$ cat src/rtl/core/tcta_div.sv
// Radix-2 restoring divider, numerator up to 2*W bits, one quotient bit per cycle.
module tcta_div #(
  parameter int unsigned W = 64
) (
  input  logic           clk_i,
  input  logic           rst_ni,
  input  logic           start_i,
  input  logic [2*W-1:0] num_i,
  input  logic [W-1:0]   den_i,
  output logic           done_o,
  output logic [W-1:0]   quot_o
);
  localparam int unsigned CW = $clog2(2 * W + 1);

  logic [2*W-1:0] num_q, num_d;
  logic [W-1:0]   den_q, den_d, rem_q, rem_d, quot_q, quot_d;
  logic [CW-1:0]  cnt_q, cnt_d;
  logic           busy_q, busy_d, done_q, done_d;
  logic [W:0]     trial;

  always_comb begin
    num_d  = num_q;
    den_d  = den_q;
    rem_d  = rem_q;
    quot_d = quot_q;
    cnt_d  = cnt_q;
    busy_d = busy_q;
    done_d = 1'b0;
    trial  = {rem_q, num_q[2*W-1]};
    if (start_i) begin
      num_d  = num_i;
      den_d  = den_i;
      rem_d  = '0;
      quot_d = '0;
      cnt_d  = CW'(2 * W);
      busy_d = 1'b1;
    end else if (busy_q) begin
      num_d = num_q << 1;
      if (trial >= {1'b0, den_q}) begin
        rem_d  = W'(trial - {1'b0, den_q});
        quot_d = {quot_q[W-2:0], 1'b1};
      end else begin
        rem_d  = trial[W-1:0];
        quot_d = {quot_q[W-2:0], 1'b0};
      end
      cnt_d = cnt_q - 1'b1;
      if (cnt_q == CW'(1)) begin
        busy_d = 1'b0;
        done_d = 1'b1;
      end
    end
  end

  always_ff @(posedge clk_i or negedge rst_ni) begin
    if (!rst_ni) begin
      busy_q <= 1'b0;
      done_q <= 1'b0;
      cnt_q  <= '0;
    end else begin
      busy_q <= busy_d;
      done_q <= done_d;
      cnt_q  <= cnt_d;
    end
  end

  always_ff @(posedge clk_i) begin
    num_q  <= num_d;
    den_q  <= den_d;
    rem_q  <= rem_d;
    quot_q <= quot_d;
  end

  assign done_o = done_q;
  assign quot_o = (den_q == '0) ? '0 : quot_q;
endmodule

$ cat config.mk
export PLATFORM = sky130hd
export DESIGN_NAME = tcta_div
export DESIGN_NICKNAME = d
export VERILOG_FILES = /design/src/rtl/core/tcta_div.sv
export SDC_FILE = /design/constraint.sdc
export NUM_CORES = 1
export LEC_CHECK = 0
export ABC_AREA = 1
export BUFFER_PORTS_ARGS = -buffer_cell sky130_fd_sc_hd__buf_2
export CORE_MARGIN = 2
export CORE_UTILIZATION = 48
export CTS_BUF_LIST = sky130_fd_sc_hd__clkbuf_2 sky130_fd_sc_hd__clkbuf_4 sky130_fd_sc_hd__clkbuf_8
export CTS_CLUSTER_DIAMETER = 120
export CTS_CLUSTER_SIZE = 12
export DETAILED_ROUTE_END_ITERATION = 10
export PLACE_DENSITY = 0.76
export SLEW_MARGIN = 20
export SYNTH_ARGS = -nofsm -noshare
export SYNTH_HDL_FRONTEND = slang
export SYNTH_SLANG_ARGS = --single-unit
$ cat constraint.sdc
create_clock -name clk_i -period 4.45 [get_ports clk_i]
set_input_delay 0.6675 -clock clk_i [delete_from_list [all_inputs] [get_ports clk_i]]
set_output_delay 0.6675 -clock clk_i [all_outputs]
set_load 0.03 [all_outputs]
==> implementation parameters <==
Parameter                              Value

Synth
  Syn_nets ... around 3.0k
  Most area-hungry cell type in the Yosys netlist ... sky130_fd_sc_hd__edfxtp_1
  Count of yosys warnings during synthesis ... 0
  Total of flip-flops plus latches after synthesis ... 330
  Area of the mapped netlist ... 19500 um^2
  Unique cell type count in the Yosys netlist ... 44
  Synthesized instance count ... roughly 2.8k
  Area share of the largest cell type after synthesis ... about 30%
  Post-synthesis area per instance ... 7.09 um^2
  Sequential area share after synthesis ... a little over two fifths
  Synth area leaders ... sky130_fd_sc_hd__edfxtp_1 30%, sky130_fd_sc_hd__nand2_1 22%, sky130_fd_sc_hd__dfxtp_1 13%

Global routing
  Maximum number of pins on one net before global-route repair ... 208
  Number of antenna violations at the first check in global routing ... 7
  Via count of the first global-routing pass ... 16.5k
  All-Layer GR Usage ... between 20 and 30%
  Overall overflow remaining after global route ... 0
  Wire length of the first global-routing pass ... 86.7 mm

Clock tree
  CTS Buf Count ... 31
  Root Buffer Master ... sky130_fd_sc_hd__clkbuf_8
  Post-CTS Setup Bufs ... 0
  CTS HTree Levels ... 1
  Clock tree buffer depth ... 3
  Clock tree from TritonCTS ... yes
  Clock input transition at the sequential cells of the worst setup and hold paths ... around 0.090 ns
  Clock latency on the worst-skew pair ... 0.66 ns
  Sinks on the clock net ... 330

Route
  Antenna viol nets, final ... 0
  DRT iter0 DRCs ... 1355
  Detail-routed via count per cell ... 4.98
  Post-DR wirelength/cell ... around 16 um
  First drt pass iteration count ... 5
  Remaining DRCs ... 0
  Overall routed net length ... 55.5 mm
  Via count of the routed design ... 17.6k

Final layout
  Syn-to-layout area delta ... 12.1%
  Final nets ... 3238
  Most common cell after layout, fill and taps aside ... sky130_fd_sc_hd__nand2_1
  Layout cell share with drive strength beyond 1 ... 13.2%
  # fillers ... between 3k and 4k
  Post-Layout Inst Area ... 21800 um^2
  Highest-count cells in the layout ignoring fill and taps ... 1132 x sky130_fd_sc_hd__nand2_1, 492 x sky130_fd_sc_hd__inv_1, 258 x sky130_fd_sc_hd__buf_2, 192 x sky130_fd_sc_hd__edfxtp_1, 160 x sky130_fd_sc_hd__nor2_1

Worst setup path
  Kind of launch point of the worst setup path ... register
  Delay of the slowest cell on the worst path ... 0.76 ns
  Crit. End Element ... output port
  Data arrival time of the worst path ... 3.38 ns
  Slowest cell on crit path ... sky130_fd_sc_hd__nor4_1
  Worst r2r path cells ... 15
  Dominant delay contributor by cell family on the critical path ... simple AND/OR/NAND/NOR gates
  Worst Path Class, Setup ... register to output port
  Required time at the endpoint of the critical path ... 3.78 ns
  Buffer and inverter count on the worst path ... 2
  Crit path cell chain ... nor4_1 > nand4_1 > nor4_4 > buf_4 > nor2_1 > buf_2
  Largest driver fanout on the critical path ... 64
  Worst path depth ... 6

Timing
  Clk_skew ... approximately 0.05 ns
  Headroom to the max-slew limit ... just over 30%
  Min cycle time layout ... between 4 and 5 ns
  Slew at the pin closest to its max-slew limit ... 1.05 ns
  Final slew viol count ... 0
  Fin crit share ... 91.0%
  Setup repair after global routing missed its margin ... false
  Minimum setup slack in the final design ... roughly 0.4 ns
  Highest Clock Rate ... 247 MHz
  Final setup violation count ... 0
  Total Negative Setup Slacks ... 0 ns
  Endpoints failing hold ... 0

Floorplan
  Area of the placeable core ... 39900 um^2
  Number of primary I/O pins ... 260
  Area enclosed by the die boundary ... 42200 um^2
  FP Rows ... 73
  Horizontal die dimension ... 206 um
  Die height ... approximately 210 um
  Initial core utilization ... roughly half

Placement
  GP Congestion ... 1.00
  Detailed placement HPWL ... approximately 43 mm
  Placement Setup Slack ... 1.08 ns
  Total of buffers placed on input and output ports ... 259
  Post-Place Cell Area ... 21200 um^2

Min path
  Count of cells along the worst hold path ... 1
  Hold crit path type ... input port to register

Run status
  Run status ... completed

Job
  Count of max-cap constraint violations ... 0

Pwr
  Leakage ... 11.7 nW
  Total power divided by cell area ... 278 nW/um^2
  Largest voltage drop on the vdd net ... 0.253 mV
-- worst paths after layout --
| check | start | end | slack, ns |
|---|---|---|---|
| min reg2reg | rem_q[59]$_SDFFE_PP0P_ | rem_q[59]$_SDFFE_PP0P_ | 0.48 |
| max reg2reg | den_q[40]$_DFFE_PP_ | rem_q[43]$_SDFFE_PP0P_ | 1.53 |
| max | den_q[36]$_DFFE_PP_ | quot_o[9] | 0.40 |
| min | den_i[59] | den_q[59]$_DFFE_PP_ | 0.17 |
| max in group asynchronous | rst_ni | busy_q$_DFF_PN0_ | 3.83 |
| min in group asynchronous | rst_ni | cnt_q[1]$_DFFE_PN0P_ | 0.42 |
-- report_power, final --
group	switching, W	leakage (nW)	internal (W)
Combinational	0.000429	8.18	0.000236
Clock	0.00105	0.344	0.000863
Sequential	0.0000729	3.19	0.00344
Total	0.00155	11.7	0.00454
-- routing by layer --
layer,wire length (um),up-vias,global-route usage [%]
li1,-,8965,-
met5,67,-,0
met1,24800,7985,35.2
met3,3550,76,3.90
met2,25600,529,43.1
met4,1400,10,6.96
-- cells in the mapped netlist, drive strengths merged --
cell type,number
nand2,1150
inv,497
edfxtp,192
nor2,183
nand3,167
dfxtp,128
ha,66
o22ai,64
a21oi,55
clkbuf,55
o21ai,36
buf,25
nand4,21
nor4,20
xnor2,16
xor2,15
nand3b,14
nor3,12
dfrtp,10
o21bai,10
and2,5
a21o,2
and3,2
clkinv,2
a31oi,1
fa,1
o21a,1
or2,1
-- registers in the layout, indices dropped and copies added (netlist names) --
signal / flops
den_q: 64
rem_q: 64
busy_q: 1
quot_q: 64
done_o: 1
num_q: 128
cnt_q: 8
-- kinds of logic (layout without fill, tap and decap cells) --
family                     after synthesis  count (layout)  share of synthesized area [%]
adders and majority gates               67              67                           4.34
xor gates and xnor gates                31              31                           1.39
other                                    0               4                              0
buffers and inverters                  579             829                           11.7
AOI/OAI and AO/OA                      169             169                           4.98
DFF                                    330             330                           44.0
and+or+nand+nor                       1575            1575                           33.6
-- metrics by stage --
| step | util (%) | power [W] | hold slack [ns] | cells |
|---|---|---|---|---|
| 3_3_place_gp | 53.1 | 0.00422 | 0.457 | 3467 |
| 3_5_place_dp | 53.1 | 0.00424 | 0.462 | 3467 |
| 6_report | 54.7 | 0.00608 | 0.172 | 3530 |
| 5_1_grt | 54.7 | 0.00636 | 0.137 | 3527 |
| 2_1_floorplan | - | 0.00399 | 0.372 | 2751 |
| 4_1_cts | 54.7 | 0.00615 | 0.116 | 3526 |
-- what timing repair did --
action                     4_1_cts  5_1_grt
setup endpoints to repair        0        0
hold buffers                     1        0
hold endpoints to repair        10        0
gates resized for setup          0        0
-- area by class of cell --
type / instances / area, um^2 / share of cell area (%)
flip-flops and latches: 330 / 8580 / 39.3
repair buffers: 272 / 1430 / 6.55
clock buffers: 56 / 614 / 2.81
diodes: 4 / 10.0 / 0.0458
inverters: 499 / 1880 / 8.60
well taps: 525 / 657 / 3.01
clock inverters: 2 / 18.8 / 0.0859
multi-input cells: 1842 / 8660 / 39.6
(Power assumes the default switching activity.)
